==> src/design/sdik_pkg.sv <==
`default_nettype none
package sdik_pkg;

	// Default number of CORDIC stages and the length of the arctangent table.
	localparam int CORDIC_STAGES_DEF = 16;
	localparam int ATAN_ENTRIES      = 24;

	// Fixed-point constants, angle in Q2.30 radians.
	localparam logic signed [34:0] PI_Q30       = 35'sd3373259426;
	localparam logic signed [34:0] TWO_PI_Q30   = 35'sd6746518852;
	localparam logic signed [34:0] HALF_PI_Q30  = 35'sd1686629713;
	localparam logic signed [62:0] INV_GAIN_Q30 = 63'sd652032874;

	// Saturation limits of the wheel speed, Q8.12.
	localparam logic signed [30:0] SPEED_MAX = 31'sd524287;
	localparam logic signed [30:0] SPEED_MIN = -31'sd524288;

	localparam int QUEUE_DEPTH = 4;

	// Configuration register indexes.
	typedef enum logic [1:0] {
		REG_HALF_WHEELBASE  = 2'd0,
		REG_HALF_TRACKWIDTH = 2'd1,
		REG_SPEED_SCALE     = 2'd2
	} reg_index_t;

	// One wheel velocity vector handed from the front to the back, Q.12.
	typedef struct packed {
		logic [1:0]         idx;
		logic signed [20:0] tx;
		logic signed [20:0] ty;
	} wheel_vec_t;

	// Arctangent of 2^-i in Q2.30 radians.
	function automatic logic signed [34:0] atan_q30(input int unsigned i);
		logic signed [34:0] r;
		unique case (i)
			0:  r = 35'sd843314856;
			1:  r = 35'sd497837829;
			2:  r = 35'sd263043836;
			3:  r = 35'sd133525158;
			4:  r = 35'sd67021686;
			5:  r = 35'sd33543515;
			6:  r = 35'sd16775850;
			7:  r = 35'sd8388437;
			8:  r = 35'sd4194282;
			9:  r = 35'sd2097149;
			10: r = 35'sd1048575;
			11: r = 35'sd524287;
			12: r = 35'sd262143;
			13: r = 35'sd131071;
			14: r = 35'sd65535;
			15: r = 35'sd32767;
			16: r = 35'sd16383;
			17: r = 35'sd8191;
			18: r = 35'sd4095;
			19: r = 35'sd2047;
			20: r = 35'sd1023;
			21: r = 35'sd511;
			22: r = 35'sd255;
			23: r = 35'sd127;
			default: r = '0;
		endcase
		return r;
	endfunction

endpackage
`default_nettype wire

==> src/design/sdik_queue.sv <==
`default_nettype none
// Short FIFO between the front and the back.
module sdik_queue (
	input  wire                      clk,
	input  wire                      arst_n,
	input  wire                      in_valid,
	output logic                     in_ready,
	input  sdik_pkg::wheel_vec_t     in_vec,
	output logic                     out_valid,
	input  wire                      out_ready,
	output sdik_pkg::wheel_vec_t     out_vec
);
	localparam int AW = $clog2(sdik_pkg::QUEUE_DEPTH);

	sdik_pkg::wheel_vec_t mem_q [sdik_pkg::QUEUE_DEPTH];
	logic [AW-1:0] wr_q, rd_q;
	logic [AW:0]   cnt_q;
	logic          do_push, do_pop;

	assign in_ready  = (cnt_q != (AW+1)'(sdik_pkg::QUEUE_DEPTH));
	assign out_valid = (cnt_q != '0);
	assign do_push   = in_valid && in_ready;
	assign do_pop    = out_valid && out_ready;
	assign out_vec   = mem_q[rd_q];

	always_ff @(posedge clk or negedge arst_n) begin
		if (!arst_n) begin
			wr_q  <= '0;
			rd_q  <= '0;
			cnt_q <= '0;
		end else begin
			if (do_push) wr_q <= wr_q + 1'b1;
			if (do_pop) rd_q <= rd_q + 1'b1;
			cnt_q <= cnt_q + (AW+1)'(do_push) - (AW+1)'(do_pop);
		end
	end

	always_ff @(posedge clk) begin
		if (do_push) mem_q[wr_q] <= in_vec;
	end

endmodule
`default_nettype wire

==> config.mk <==
export PLATFORM = sky130hd
export DESIGN_NAME = sdik_queue
export DESIGN_NICKNAME = d
export VERILOG_FILES = /design/src/design/sdik_pkg.sv /design/src/design/sdik_queue.sv
export SDC_FILE = /design/constraint.sdc
export NUM_CORES = 1
export LEC_CHECK = 0
export BUFFER_PORTS_ARGS = -buffer_cell sky130_fd_sc_hd__buf_2
export CAP_MARGIN = 10
export CORE_AREA = 10 10 152 154
export CTS_CLUSTER_DIAMETER = 150
export DETAILED_ROUTE_END_ITERATION = 7
export DIE_AREA = 0 0 162 164
export SLEW_MARGIN = 20
export SYNTH_ARGS = -nofsm -noshare
export SYNTH_HDL_FRONTEND = slang
export SYNTH_SLANG_ARGS = --single-unit
export TNS_END_PERCENT = 20
==> constraint.sdc <==
create_clock -name clk -period 2.5 [get_ports clk]
set_input_delay 0.75 -clock clk [delete_from_list [all_inputs] [get_ports clk]]
set_output_delay 0.75 -clock clk [all_outputs]
set_load 0.01 [all_outputs]
==> results of run 1 <==
-- layout by cell type (no fill, tap or decap), drive strengths merged --
cell type  netlist  layout
ha               6       6
dfrtp            7       7
or3              1       1
xor2             1       1
and3b            4       4
nand2            1       1
fa               1       1
buf             10     110
nor3b            1       1
clkinv           0       4
o211ai           2       2
clkbuf           0      20
diode            0       1
bufinv           0       4
o31a             1       1
nand4bb          2       2
inv              6      13
xnor2            3       3
nand2b           4       4
o311ai           1       1
mux4            44      44
edfxtp         176     176
-- cell usage after synthesis --
cell,n
xor2_1,1
o211ai_1,2
buf_6,1
buf_12,4
and3b_1,4
buf_2,5
nand2_1,1
nor3b_2,1
fa_1,1
mux4_2,38
ha_1,6
edfxtp_1,176
inv_1,6
o311ai_0,1
nand2b_1,4
or3_1,1
xnor2_1,3
mux4_1,6
dfrtp_1,7
o31a_1,1
nand4bb_1,2
-- logic make-up after synthesis --
group                    after synthesis  share of synthesized area (%)
flip-flops                           183                           79.4
buffers and inverters                 16                           2.02
multiplexers                          44                           14.7
XOR/XNOR                               4                          0.509
adder cells (fa/ha/maj)                7                           1.38
AO/OA/AOI/OAI                          4                          0.473
AND/OR/NAND/NOR                       13                           1.53
-- per-stage QoR --
step           total power, uW  hold slack (ps)  area [um^2]  setup slack [ps]  util [%]
5_1_grt                  11300              133         8660              -191      43.2
6_report                 10700              149         8660              -128      43.2
3_3_place_gp              7300              574         7720               238      38.5
3_5_place_dp              7370              599         7720               183      38.5
4_1_cts                  10600              131         8490              -151      42.4
2_1_floorplan             6250              454         6880               227         -
-- report_power, final --
| group | switching [uW] | internal (uW) | total [uW] | leakage [uW] |
|---|---|---|---|---|
| combinational | 1650 | 1900 | 3550 | 0.00101 |
| clock | 1180 | 1700 | 2880 | 0.000316 |
| sequential | 207 | 4050 | 4260 | 0.00169 |
| total | 3030 | 7660 | 10700 | 0.00302 |
-- layout make-up --
class / count / area, um^2
diodes: 1 / 2.50
clock buffers: 17 / 425
clock inverters: 15 / 215
fillers: 1764 / 11400
inverters: 6 / 22.5
multi-input cells: 72 / 1280
flip-flops and latches: 183 / 5470
well taps: 270 / 338
repair buffers: 113 / 912
-- metal layers --
layer  global-route usage (%)  part of all wire (%)  vias up  wire, um
li1                         -                     -     1403         -
met1                     12.1                    42     1641      5680
met2                     17.1                    51       63      6860
met3                     4.18                   5.0       16       672
met4                     3.35                   1.2        2       167
met5                        0                 0.097        -        13
-- worst min path at each step --
stage	to	slack, ps	startpoint
after floorplan	cnt_q[0]	450	arst_n
after global placement	wr_q[1]	570	wr_q[1]
after detailed placement	cnt_q[1]	600	arst_n
after CTS	cnt_q[2]	130	arst_n
after global routing	rd_q[0]	130	arst_n
final	rd_q[0]	150	arst_n
-- registers in the layout, summed over array words and instances, names as in the netlist --
signal and count:
mem_q 176, cnt_q 3, rd_q 2, wr_q 2
-- what timing repair did --
item                                    4_1_cts  5_1_grt
cloned                                        0        3
setup buffers                                 2        2
endpoints found under the setup margin       42       44
resized for setup                            19       10
==> flow_summary.toml, run 1 <==
[yosys]
synth_warnings = 0
netlist.area_leader.share_pct = 76.8
synth-seq-area-share_pct = 79.4
synthesis.area_um2 = 6880
netlist_top_cells_area = "edfxtp_1 (77%), mux4_2 (12%), dfrtp_1 (2.5%)"
ys_ff_latch = 183
syn_nets = 326
ys_types = 21
synth_largest_area_cell = "edfxtp_1"
syn_area_per_cell_um2 = 25.4
syn_inst = 271

[status]
status = "finished, violations left"
violations = "setup timing"

[worst_setup_path]
startpoint = "rd_q[0]"
path_buf_inv = 3
cp_slowest_cell = "mux4_2"
end_kind = "primary output"
reg2reg_slack_ps = 370
crit_arrival_ps = 1880
worst_setup_path_endpoint = "out_vec[20]"
crit_required_ps = 1750
crit_fanout = 8
path_depth = 4
startpoint_type = "flip-flop"
cp_cell_sequence = "buf_12 -> clkbuf_16 -> mux4_2 -> buf_6"
slowest_delay_ps = 510
r2r_end = "cnt_q[2]"
crit_type = "reg -> out"
r2r_start = "cnt_q[1]"
ff2ff_path_depth = 8
path_delay_family = "multiplexers"

[cts]
postCtsHoldBufs = 0
cts_num_sinks = 183
clkSlewWorstSetupHoldPaths_ps = 70
cts_tree = "built"
cts_buffer_depth = 2
cts_buffers = 17
htreeDepth = 4
clk_latency_ps = 420
cts_root_buf = "clkbuf_16"

[die]
dieHeight_um = 164
die_w_um = 162
core_area_um2 = 20000
rows = 52
die_area_um2 = 26600
io_pins = 94
initial_core_util_pct = 34.3

[placed_design]
port_buffers = 93
finalWeightedCongestion = 0.662
hpwlAfterDp_mm = 8.40
place_inst = 637

[sta]
fin_crit_ps = 2630
setup_viol = 42
setup_tns_ps = -3720
worstMarginPinSlew_ps = 454
hold_violations = 0
slew_violations = 0
finalWorstSetupSlack_ps = -128
period_share_pct = 105
max_freq_mhz = 381
timing.slew.headroom_pct = 69.4
rsz0062_at_grt = "yes"
fin_skew_ps = 7.92

[global_routing]
overflow = 0
grtUsageTotal_pct = 10.4
grt_pass1_vias = 3547
grt_max_degree = 45
grt_pass1_wl_mm = 20.7
antenna_found_initial = 2

[drt]
drc = 0
wl_per_cell_um = 19.8
drtPass1Iterations = 4
via_per_inst = 4.62
totalWireLength_mm = 13.4
drtIter0Drc = 175
vias = 3125
ant_nets = 0

[final_layout]
drive_gt1_share_pct = 47.0
fin_nets = 448
stdcell_count = 677
area_growth_pct = 25.9

[run]
cap_viol_max_count = 0

[power]
p_leak_uw = 0.00302
peakVddDrop_mv = 0.515
p_per_area_nw_per_um2 = 1230

[worst_hold_path]
worstHoldPathType = "in -> async"
Power figures use the tool's default switching activity.
==> run 2: changes to the inputs <==
--- a/config.mk
+++ b/config.mk
@@ -11,7 +11,6 @@
 export CTS_CLUSTER_DIAMETER = 150
 export DETAILED_ROUTE_END_ITERATION = 7
 export DIE_AREA = 0 0 162 164
-export SLEW_MARGIN = 20
 export SYNTH_ARGS = -nofsm -noshare
 export SYNTH_HDL_FRONTEND = slang
 export SYNTH_SLANG_ARGS = --single-unit
==> constraint.sdc (replaced) <==
create_clock -name clk -period 3.3 [get_ports clk]
set_input_delay 0.99 -clock clk [delete_from_list [all_inputs] [get_ports clk]]
set_output_delay 0.99 -clock clk [all_outputs]
set_load 0.01 [all_outputs]
==> run 2 against run 1 <==
  * The run now ends clean
  * Combinational power fell by 38%
  * Global-route usage grew 0.13 points
  * Flip-flop and latch count unchanged
  * Count of clock-buffer cells in the layout unchanged
  * Worst setup slack better by 480 ps
  * Wire length is 1.3% lower
==> flow_summary.toml, run 2 (synthesis results as in run 1) <==
[status]
status = "complete, no violations"

[final_layout]
fin_nets = 438
largest_register = "mem_q"
n_fill_cell = 1836
diodes = 0
largest_reg_flops = 176
area_growth_pct = 20.7
top_regs = "mem_q: 176 flops, cnt_q: 3 flops"
fin_util_pct = 41.5
mostFrequentLayoutCells = "edfxtp_1 (176), buf_2 (93), mux4_2 (38)"
layout_commonest_cell = "edfxtp_1"
finalInstanceArea_um2 = 8310
drive_gt1_share_pct = 45.2

[power]
clockPowerShare_pct = 27.1
peakVddDrop_mv = 0.391
p_per_area_nw_per_um2 = 893
combPwrFrac_pct = 29.7
p_int_uw = 5230
p_sw_uw = 2190
p_leak_uw = 0.00285
seqPwrFrac_pct = 43.3
netSwitchingFraction_pct = 29.5

[drt]
drc = 0
wl_per_cell_um = 19.9
via_per_inst = 4.64
top_layer = "met5"
drtPass1Iterations = 4
drtIter0Drc = 140
met1_length_mm = 5.34
wl_met2_mm = 6.99
vias = 3088
wl_met3_um = 680
ant_nets = 0
totalWireLength_mm = 13.2

[sta]
max_freq_mhz = 339
timing.slew.headroom_pct = 62.2
fin_crit_ps = 2950
period_share_pct = 89.3
fin_skew_ps = 8.52
worst_hold_slack_ps = 388
setup_viol = 0
rsz0062_at_grt = "no"
worstMarginPinSlew_ps = 567
finalWorstSetupSlack_ps = 352
setup_tns_ps = 0
hold_violations = 0
slew_violations = 0

[cts]
cts_num_sinks = 183
htreeDepth = 4
cts_setup_buffers = 0
cts.repair.resized = 0
cts_root_buf = "clkbuf_16"
clkSlewWorstSetupHoldPaths_ps = 70
postCtsHoldBufs = 0
cts_buffers = 17
cts_buffer_depth = 2
cts_tree = "built"
clk_latency_ps = 430

[worst_setup_path]
startpoint_type = "flip-flop"
cp_cell_sequence = "buf_4 -> mux4_2 -> buf_2"
crit_type = "reg -> out"
crit_required_ps = 2310
r2r_end = "cnt_q[2]"
ff2ff_path_depth = 9
path_buf_inv = 2
r2r_start = "cnt_q[1]"
end_kind = "primary output"
crit_arrival_ps = 1960
slowest_delay_ps = 580
reg2reg_slack_ps = 960
path_delay_family = "multiplexers"
cp_slowest_cell = "mux4_2"
crit_fanout = 19

[global_routing]
grt_pass1_wl_mm = 20.7
grt_max_degree = 28
grt_pass1_vias = 3566
antenna_found_initial = 1
overflow = 0
grtUsageTotal_pct = 10.5

[die]
io_pins = 94
dieHeight_um = 164
core_area_um2 = 20000
die_w_um = 162
die_area_um2 = 26600
initial_core_util_pct = 34.3
rows = 52

[placed_design]
dpl-instance-area_um2 = 7710
port_buffers = 93
finalWeightedCongestion = 0.649
place_ws_ps = 733
hpwlAfterDp_mm = 8.57

[worst_hold_path]
worstHoldPathType = "in -> async"

[run]
cap_viol_max_count = 0
run 2: worst register-to-register path: stages, from the launching register on:
cell      delay [ps]
dfrtp_1          480
nor3b_2          460
nand2b_1         170
ha_1             220
inv_1             50
ha_1             120
inv_1             50
fa_1             370
xnor2_1          200
xnor2_1          140
run 2: layout make-up:
class | count | area, um^2 | share of cell area, %
tap | 270 | 338 | 4.07
clock buffer | 17 | 425 | 5.12
timing repair buffer | 103 | 603 | 7.26
multi-input combinational | 72 | 1290 | 15.5
sequential | 183 | 5470 | 65.8
inverter | 6 | 22.5 | 0.271
clock inverter | 15 | 166 | 2.00
run 2: layer usage:
metal / vias up / track usage, %
li1: 1380 / -
met5: - / 0
met2: 69 / 17.9
met3: 18 / 3.95
met1: 1619 / 11.9
met4: 2 / 3.60
run 2: how the worst max path moves through the flow:
stage / start / to / depth (start not counted)
after detailed placement: out_ready / cnt_q[2] / 9
after floorplan: in_valid / mem_q[0][0] / 1
after global routing: rd_q[0] / out_vec[34] / 3
after CTS: rd_q[0] / out_vec[34] / 3
after global placement: rd_q[0] / out_vec[34] / 3
final: rd_q[0] / out_vec[34] / 3
run 2: through the flow:
step | cells | power, uW
floorplan | 271 | 4730
global placement | 634 | 5520
detailed placement | 634 | 5570
CTS | 666 | 7600
global route | 666 | 7860
finish | 666 | 7420
run 2: power by group through the flow:
stage	sequential (uW)	clock (uW)	combinational (uW)
CTS	3220	2080	2310
detailed placement	3270	0	2300
floorplan	3220	0	1510
finish	3210	2010	2200
global route	3260	2170	2430
global placement	3240	0	2280
