===== src/design/sdik_pkg.sv =====
`default_nettype none
package sdik_pkg;

	// Default number of CORDIC stages and the length of the arctangent table.
	localparam int CORDIC_STAGES_DEF = 16;
	localparam int ATAN_ENTRIES      = 24;

	// Fixed-point constants, angle in Q2.30 radians.
	localparam logic signed [34:0] PI_Q30       = 35'sd3373259426;
	localparam logic signed [34:0] TWO_PI_Q30   = 35'sd6746518852;
	localparam logic signed [34:0] HALF_PI_Q30  = 35'sd1686629713;
	localparam logic signed [62:0] INV_GAIN_Q30 = 63'sd652032874;

	// Saturation limits of the wheel speed, Q8.12.
	localparam logic signed [30:0] SPEED_MAX = 31'sd524287;
	localparam logic signed [30:0] SPEED_MIN = -31'sd524288;

	localparam int QUEUE_DEPTH = 4;

	// Configuration register indexes.
	typedef enum logic [1:0] {
		REG_HALF_WHEELBASE  = 2'd0,
		REG_HALF_TRACKWIDTH = 2'd1,
		REG_SPEED_SCALE     = 2'd2
	} reg_index_t;

	// One wheel velocity vector handed from the front to the back, Q.12.
	typedef struct packed {
		logic [1:0]         idx;
		logic signed [20:0] tx;
		logic signed [20:0] ty;
	} wheel_vec_t;

	// Arctangent of 2^-i in Q2.30 radians.
	function automatic logic signed [34:0] atan_q30(input int unsigned i);
		logic signed [34:0] r;
		unique case (i)
			0:  r = 35'sd843314856;
			1:  r = 35'sd497837829;
			2:  r = 35'sd263043836;
			3:  r = 35'sd133525158;
			4:  r = 35'sd67021686;
			5:  r = 35'sd33543515;
			6:  r = 35'sd16775850;
			7:  r = 35'sd8388437;
			8:  r = 35'sd4194282;
			9:  r = 35'sd2097149;
			10: r = 35'sd1048575;
			11: r = 35'sd524287;
			12: r = 35'sd262143;
			13: r = 35'sd131071;
			14: r = 35'sd65535;
			15: r = 35'sd32767;
			16: r = 35'sd16383;
			17: r = 35'sd8191;
			18: r = 35'sd4095;
			19: r = 35'sd2047;
			20: r = 35'sd1023;
			21: r = 35'sd511;
			22: r = 35'sd255;
			23: r = 35'sd127;
			default: r = '0;
		endcase
		return r;
	endfunction

endpackage
`default_nettype wire


===== src/design/sdik_if.sv =====
`default_nettype none
// Command channel: one body velocity command per word.
interface sdik_cmd_if;
	logic               valid;
	logic               ready;
	logic signed [15:0] vel_x;
	logic signed [15:0] vel_y;
	logic signed [15:0] yaw_rate;
	modport source (output valid, vel_x, vel_y, yaw_rate, input ready);
	modport sink   (input valid, vel_x, vel_y, yaw_rate, output ready);
endinterface

`default_nettype wire


===== src/design/sdik_front.sv =====
`default_nettype none
// Takes commands, forms the yaw terms and emits four wheel vectors.
module sdik_front (
	input  wire                      clk,
	input  wire                      arst_n,
	sdik_cmd_if.sink                 cmd,
	input  wire  [15:0]              half_wheelbase,
	input  wire  [15:0]              half_trackwidth,
	output logic                     vec_valid,
	output sdik_pkg::wheel_vec_t     vec,
	input  wire                      vec_ready
);
	logic               v_s1;
	logic signed [15:0] vx_s1, vy_s1, w_s1;
	logic               v_s2;
	logic signed [15:0] vx_s2, vy_s2;
	logic signed [20:0] wx_s2, wy_s2;
	logic [1:0]         k_q;
	logic               push, s2_free, s1_move;
	logic signed [32:0] px, py;
	logic signed [21:0] tx, ty;

	// The second stage frees up when it pushes its fourth wheel.
	assign push      = v_s2 && vec_ready;
	assign s2_free   = !v_s2 || (push && (k_q == 2'd3));
	assign s1_move   = v_s1 && s2_free;
	assign cmd.ready = !v_s1 || s2_free;

	always_ff @(posedge clk or negedge arst_n) begin
		if (!arst_n) begin
			v_s1 <= 1'b0;
			v_s2 <= 1'b0;
			k_q  <= 2'd0;
		end else begin
			if (cmd.ready) v_s1 <= cmd.valid;
			if (s2_free) v_s2 <= s1_move;
			if (push) k_q <= k_q + 2'd1;
		end
	end

	// Command capture.
	always_ff @(posedge clk) begin
		if (cmd.valid && cmd.ready) begin
			vx_s1 <= cmd.vel_x;
			vy_s1 <= cmd.vel_y;
			w_s1  <= cmd.yaw_rate;
		end
	end

	// Yaw rate times the offsets, rounded half up to Q.12.
	assign px = 33'(w_s1) * $signed({17'd0, half_wheelbase});
	assign py = 33'(w_s1) * $signed({17'd0, half_trackwidth});

	always_ff @(posedge clk) begin
		if (s1_move) begin
			vx_s2 <= vx_s1;
			vy_s2 <= vy_s1;
			wx_s2 <= 21'((px + 33'sd2048) >>> 12);
			wy_s2 <= 21'((py + 33'sd2048) >>> 12);
		end
	end

	// Right wheels add the y term, rear wheels subtract the x term.
	always_comb begin
		tx = k_q[0] ? (22'(vx_s2) + 22'(wy_s2)) : (22'(vx_s2) - 22'(wy_s2));
		ty = k_q[1] ? (22'(vy_s2) - 22'(wx_s2)) : (22'(vy_s2) + 22'(wx_s2));
	end

	assign vec_valid = v_s2;
	assign vec.idx   = k_q;
	assign vec.tx    = tx[20:0];
	assign vec.ty    = ty[20:0];

endmodule
`default_nettype wire


===== src/flat_wrapper.sv =====
// flat-port wrapper written by rule: the top's interface ports become plain ports
module sdik_front_flat 
  (clk, arst_n, half_wheelbase, half_trackwidth, vec_valid, vec, vec_ready, cmd_valid, cmd_vel_x, cmd_vel_y, cmd_yaw_rate, cmd_ready);
  sdik_cmd_if cmd_i ();
  input  wire clk;
  input  wire arst_n;
  input  wire  [15:0] half_wheelbase;
  input  wire  [15:0] half_trackwidth;
  output logic vec_valid;
  output sdik_pkg::wheel_vec_t vec;
  input  wire vec_ready;
  input wire logic [$bits(cmd_i.valid)-1:0] cmd_valid;
  input wire logic [$bits(cmd_i.vel_x)-1:0] cmd_vel_x;
  input wire logic [$bits(cmd_i.vel_y)-1:0] cmd_vel_y;
  input wire logic [$bits(cmd_i.yaw_rate)-1:0] cmd_yaw_rate;
  output wire logic [$bits(cmd_i.ready)-1:0] cmd_ready;
  assign cmd_i.valid = cmd_valid;
  assign cmd_i.vel_x = cmd_vel_x;
  assign cmd_i.vel_y = cmd_vel_y;
  assign cmd_i.yaw_rate = cmd_yaw_rate;
  assign cmd_ready = cmd_i.ready;
  sdik_front u_core (.clk(clk), .arst_n(arst_n), .cmd(cmd_i), .half_wheelbase(half_wheelbase), .half_trackwidth(half_trackwidth), .vec_valid(vec_valid), .vec(vec), .vec_ready(vec_ready));
endmodule

===== config.mk =====
export PLATFORM = sky130hd
export DESIGN_NAME = sdik_front_flat
export DESIGN_NICKNAME = d
export VERILOG_FILES = /design/src/design/sdik_pkg.sv /design/src/design/sdik_if.sv /design/src/design/sdik_front.sv /design/src/flat_wrapper.sv
export SDC_FILE = /design/constraint.sdc
export NUM_CORES = 1
export LEC_CHECK = 0
export BUFFER_PORTS_ARGS = -buffer_cell sky130_fd_sc_hd__buf_2
export CAP_MARGIN = 20
export CORE_AREA = 2 2 194 196
export DETAILED_ROUTE_END_ITERATION = 8
export DIE_AREA = 0 0 196 198
export PLACE_DENSITY = 0.83
export SLEW_MARGIN = 10
export SYNTH_ARGS = -nofsm -noshare
export SYNTH_HDL_FRONTEND = slang
export SYNTH_SLANG_ARGS = --single-unit

===== constraint.sdc =====
create_clock -name clk -period 7.96 [get_ports clk]
set_input_delay 0.398 -clock clk [delete_from_list [all_inputs] [get_ports clk]]
set_output_delay 0.398 -clock clk [all_outputs]
set_load 0.01 [all_outputs]

==> run metrics, run 1 <==
CTS HTree Levels 4; CTS clock-pin slew for the worst setup and hold paths 0.07 ns; # DRC 0; post-synthesis sequential area ratio 16.04%; Pre-antenna DRT Iters 6; portion of the clock cycle consumed by the worst path in the final layout 86.25%; CTS Root Cell clkbuf_16; Synth Warn # 0; TritonCTS sink count 126; Worst Max-Slew Pin Slew 1.070 ns; Max Slew Vio Count 0; layout cell share with drive strength beyond 1 7.737%; leading register cell type out of synthesis edfxtp_1; vias per inst 5.713; vias in the first global route 18,316; worst skew pair latency 0.45 ns; share of synthesized area spent on multiplexers 0.1813%; Post-synth EDFFs 122; Setup violations, final 0; unrepaired setup endpoints after global routing no; per-cell routed wire length 17.94 um; Site Rows 71; total via count in the routed design 17,345; fraction of registers with async set or reset after synthesis 3.175%; post-synthesis compound-gate area fraction 6.728%; number of buffer cells added on primary ports 129; synthesized area 23,470 um2; TNS Setup 0 ns; Die Span X 196 um; Worst Clk Skew 0.01581 ns; core area 36,960 um2; portion of synthesized cell area occupied by the leading cell type 33.27%; register area 3764 um2; worst max-slew margin expressed relative to the limit 28.70%; area share of fa/ha/maj cells after synthesis 48.04%; routability congestion estimate 0.9059; net count reported at finish 3,297; CP Launch Type flop; area growth from synthesis to layout 7.283%; FILL cells 2,727; Max Fanout on Critical Path 32; net count after synthesis 3,218; die boundary height 198 um; Starting Density 63.51%; placed wire-length estimate 42,410 um; main combinational cell family by area after synthesis adder cells; per-instance average area after synthesis 9.513 um2; depth of the worst register-to-register path 20; CTS Buffer Depth 2; worst hold path depth 1; distinct cell type count of the synthesized netlist 64; type of the worst setup path reg -> reg; Post-Synthesis Cells 2,467; Crit path arrival time 7.05 ns; maxcap violations 0; dominant cells by area after synthesis fa_1 33%, edfxtp_1 16%, ha_1 15%; number of buffers created by CTS 17; post-synthesis register bit count 126; TritonCTS clock tree done; simple-gate portion of the synthesized area 14.94%; multi-input combinational cell area 17,480 um2; total wirelength of the detailed-routed design 54,470 um; post-synth top area cell fa_1; GRT Residual Overflow 0; required time reported for the critical path endpoint 8.15 ns; crit path time final 6.865 ns; largest net degree at the start of global routing 75; Post-Synth XOR/XNOR Area 4.553%; worst hold path type in -> reg; outcome finished clean; total global-route track usage 29.19%; wire length of the first global-routing pass 89,030 um; number of nets still failing antenna checks after routing 0; total die area 38,810 um2; number of ports placed on the die boundary 130; FF-to-FF setup slack 1.09 ns; Hold Fails Final Rpt 0; critical path capture point type flop; highest clock frequency the design can meet 145.7 MHz; DRT iter0 DRCs 1,332; antenna violations before repair 0
[registers in the layout (all words and copies together), names as in the netlist]
signal and count:
u_core.wx_s2 21, u_core.wy_s2 21, u_core.vx_s1 16, u_core.vx_s2 16, u_core.vy_s1 16, u_core.vy_s2 16, u_core.w_s1 16, u_core.k_q 2
u_core.v_s1 1, u_core.vec_valid 1
[per-stage QoR]
stage	utilization, %	hold WS (ns)	cells	cell area (um2)	setup WS (ns)
2_1_floorplan	-	0.1024	2467	23470	1.755
3_3_place_gp	66.26	0.2035	2995	24490	1.257
3_5_place_dp	66.26	0.2093	2995	24490	1.080
4_1_cts	67.91	0.09465	3028	25100	1.055
5_1_grt	68.11	0.1024	3033	25170	0.7482
6_report	68.13	0.1129	3036	25180	1.095
[Yosys cell counts, types with 2 or more instances]
master	instances
and3_1	8
nor2_1	78
or3_1	2
nand3_1	13
o21ai_1	9
o21bai_1	10
o211ai_1	3
nor3b_1	3
mux2_2	2
nor3_1	26
a21o_1	41
a41o_1	3
a211o_1	4
xor2_1	43
o31a_1	3
a21oi_1	76
or2_2	4
o21a_1	13
nand2b_1	20
nor4_1	6
ha_1	277
a31oi_1	17
nand4_1	9
nand2_1	293
and2_1	229
o31ai_1	3
a211oi_1	4
clkbuf_1	87
o211a_1	3
inv_1	505
a21boi_0	2
edfxtp_1	122
or4_1	4
o311a_1	2
a2111oi_0	2
nor2b_1	9
o21ai_0	33
fa_1	390
dfrtp_1	4
xnor2_1	79
a21oi_2	2
mux2i_1	2
[placed cells by master (no fill, tap or decap), drive strengths merged, types with 41 or more instances in the layout]
master and count:
inv 513, edfxtp 122, o21ai 42, fa 390, nand2 293, xor2 43, and2 230, nor2 79
a21o 41, a21oi 78, buf 148, xnor2 79, ha 277
[worst max-delay path, cell delays in order (launching register included)]
cell	delay, ns
edfxtp_1	1.06
and2_1	0.27
fa_1	0.42
inv_1	0.08
fa_1	0.43
fa_1	0.52
inv_1	0.06
fa_1	0.50
fa_1	0.51
inv_1	0.05
fa_1	0.48
inv_1	0.04
ha_1	0.31
a21oi_1	0.26
o21ai_0	0.17
a21oi_1	0.35
o221ai_1	0.21
a31oi_1	0.30
nor3_1	0.07
or3_1	0.33
xor2_1	0.15
[logic make-up after synthesis]
kind of cell               count (synthesis)
and+or+nand+nor                          712
AOI/OAI and AO/OA                        241
xor gates and xnor gates                 122
DFF                                      126
buffers and inverters                    595
adders and majority gates                667
muxes                                      4
[worst paths after layout]
path / from / end
max reg2reg: u_core.w_s1[5] / u_core.wy_s2[11]
max in group asynchronous: arst_n / u_core.v_s1
min in group asynchronous: arst_n / u_core.vec_valid
min: cmd_yaw_rate[12] / u_core.w_s1[12]
max: u_core.w_s1[5] / u_core.wy_s2[11]
min reg2reg: u_core.vy_s1[7] / u_core.vy_s2[7]
[metal layers]
metal / GRT usage [%] / share of wire (%) / wire length [um] / vias up
met5: 0 / 0 / 0 / -
met4: 9.175 / 2.7 / 1456 / 0
met3: 6.098 / 9.3 / 5063 / 142
met2: 48.68 / 47 / 25620 / 803
met1: 38.58 / 41 / 22330 / 8577
li1: - / - / - / 7823
[repair_timing]
action / 4_1_cts / 5_1_grt
resized for setup: 0 / 0
hold buffers: 1 / 0
endpoints found under the hold margin: 4 / 0
buffers inserted: 0 / 0
[final cells by class]
cell class / count / area share [%]
multi-input combinational: 1746 / 69.42
clock inverter: 15 / 0.6908
antenna: 3 / 0.02982
sequential: 126 / 14.95
inverter: 506 / 7.544
tap: 474 / 2.356
timing repair buffer: 149 / 3.320
clock buffer: 17 / 1.690
Power of run 1 is left out: the tool's default activity adds up to more than one toggle a clock period on the data nets, which glitch-free logic cannot reach.
==> run 2, diff against run 1 <==
--- a/config.mk
+++ b/config.mk
@@ -5,12 +5,12 @@
 export SDC_FILE = /design/constraint.sdc
 export NUM_CORES = 1
 export LEC_CHECK = 0
-export BUFFER_PORTS_ARGS = -buffer_cell sky130_fd_sc_hd__buf_2
 export CAP_MARGIN = 20
-export CORE_AREA = 2 2 194 196
+export CORE_AREA = 2 2 191 193
 export DETAILED_ROUTE_END_ITERATION = 8
-export DIE_AREA = 0 0 196 198
-export PLACE_DENSITY = 0.83
+export DIE_AREA = 0 0 193 195
+export DONT_BUFFER_PORTS = 1
+export PLACE_DENSITY = 0.82
 export SLEW_MARGIN = 10
 export SYNTH_ARGS = -nofsm -noshare
 export SYNTH_HDL_FRONTEND = slang
==> run 2 against run 1 <==
Global-route usage grew 1.6 points. Hold slack lost 0.091 ns. Non-clock buffer count shrank 133. Clock skew grew 0.014 ns. Count of clock-buffer cells in the layout is the same. Register-to-register slack lost 0.11 ns. Critical path type unchanged. Critical endpoint unchanged. Largest cell class unchanged. Highest routed layer is now met5.
==> run metrics, run 2 (synthesized netlist as in run 1, its figures left out) <==
CP Launch Type flop; Crit path arrival time 7.19 ns; antenna violations before repair 1; type of the worst setup path reg -> reg; post-CTS setup repair buffer count 0; TritonCTS clock tree done; chain of cells forming the critical path nand2_1 -> fa_1 -> fa_1 -> fa_1 -> inv_1 -> fa_1 -> fa_1 -> inv_1 -> fa_1 -> inv_1 -> ha_1 -> a21oi_1 -> o21ai_0 -> a21oi_1 -> o221ai_1 -> a31oi_1 -> nor3_1 -> or3_1 -> xor2_1; required time reported for the critical path endpoint 8.17 ns; worst skew pair latency 0.46 ns; most common cell after layout, fill and taps aside inv_1; final non-filler cell area 24,460 um2; number of nets still failing antenna checks after routing 0; total via count in the routed design 16,927; total global-route track usage 30.80%; sum of routed wire segments on met1 22,430 um; origin of the critical flop-to-flop path u_core.w_s1[2]; worst max-slew margin expressed relative to the limit 21.65%; number of buffer cells added on primary ports 0; Max Fanout on Critical Path 32; top routing layer used met5; wire length of the first global-routing pass 90,710 um; placed wire-length estimate 43,140 um; critical path capture point type flop; max incr delay on CP 1.10 ns; GRT Residual Overflow 0; TNS Setup 0 ns; CTS Root Cell clkbuf_16; layout cell share with drive strength beyond 1 2.721%; CTS Buffer Depth 2; # DRC 0; CP dominant cell by count fa_1; Pre-antenna DRT Iters 5; Setup violations, final 0; vias per inst 5.863; registers with the highest flip-flop counts u_core.wx_s2: 21 flops, u_core.wy_s2: 21 flops; Hold Fails Final Rpt 0; number of buffers created by CTS 17; crit path time final 6.977 ns; startpoint of the most critical setup path u_core.w_s1[2]; n_diodes 0; Site Rows 69; DRT iter0 DRCs 1,355; maxcap violations 0; Starting Density 66.30%; worst-path cell with the longest stage delay edfxtp_1; Max Slew Vio Count 0; Worst Clk Skew 0.03017 ns; largest net degree at the start of global routing 75; area growth from synthesis to layout 4.239%; Worst Max-Slew Pin Slew 1.175 ns; worst hold path type in -> reg; met2 wire length 25,660 um; die boundary height 195 um; endpoint of the worst-slack reg-to-reg timing path u_core.wy_s2[11]; Setup crit end u_core.wy_s2[11]; total die area 37,640 um2; Die Span X 193 um; CTS HTree Levels 4; portion of the clock cycle consumed by the worst path in the final layout 87.65%; unrepaired setup endpoints after global routing no; routability congestion estimate 0.9125; TritonCTS sink count 126; met3 layer wire length in the routed design 5968 um; FF-to-FF setup slack 0.98 ns; net count reported at finish 3,164; core area 35,400 um2; worst hold path depth 0; Placement Cell Area 23,820 um2; depth of the worst register-to-register path 19; highest clock frequency the design can meet 143.3 MHz; per-cell routed wire length 19.18 um; vias in the first global route 18,361; number of ports placed on the die boundary 130; outcome finished clean; CTS clock-pin slew for the worst setup and hold paths 0.09 ns; Final Core Density 69.11%; total wirelength of the detailed-routed design 55,370 um; commonest cells after routing, fill and taps aside 505 x inv_1, 390 x fa_1, 293 x nand2_1, 277 x ha_1, 228 x and2_1
## run 2: worst min-delay path by stage
| stage | start | end |
|---|---|---|
| after global routing | cmd_yaw_rate[5] | u_core.w_s1[5] |
| after floorplan | arst_n | u_core.k_q[0] |
| final | cmd_yaw_rate[14] | u_core.w_s1[14] |
| after CTS | cmd_yaw_rate[14] | u_core.w_s1[14] |
| after detailed placement | arst_n | u_core.vec_valid |
| after global placement | arst_n | u_core.vec_valid |
## run 2: repair_timing
action / in CTS / in global routing
resized for setup: 0 / 0
endpoints found under the hold margin: 4 / 0
hold buffers: 1 / 0
setup endpoints to repair: 0 / 0
## run 2: layer usage
metal,up-vias,global-route usage (%)
met4,2,9.035
met2,849,49.13
met5,-,0
met1,8377,41.42
met3,134,8.375
li1,7565,-
## run 2: area by class of cell
| cell class | count | area (um2) |
|---|---|---|
| Clock buffer | 17 | 425.4 |
| Sequential cell | 126 | 3764 |
| Multi-Input combinational cell | 1746 | 17480 |
| Clock inverter | 15 | 175.2 |
| Tap cell | 461 | 576.8 |
| Fill cell | 2556 | 10930 |
| Inverter | 506 | 1899 |
| Timing Repair Buffer | 16 | 143.9 |
## run 2: through the flow
stage / worst slack [ns] / cells / hold slack, ns
after floorplan: 1.755 / 2467 / 0.1024
after global placement: 1.361 / 2852 / 0.1025
after detailed placement: 1.068 / 2852 / 0.1025
after CTS: 1.050 / 2885 / 0.005109
after global routing: 0.6713 / 2887 / 0.004474
final: 0.9832 / 2887 / 0.02220
## run 2: worst max-delay path, delay by kind of cell (launching register included)
kind	cells	cell delay (ns)
adders and majority gates	7	3.39
AOI/OAI and AO/OA	5	1.33
DFF	1	1.10
and+or+nand+nor	3	0.61
buffers and inverters	3	0.15
xor gates and xnor gates	1	0.15
Power of run 2 is left out for the same reason.
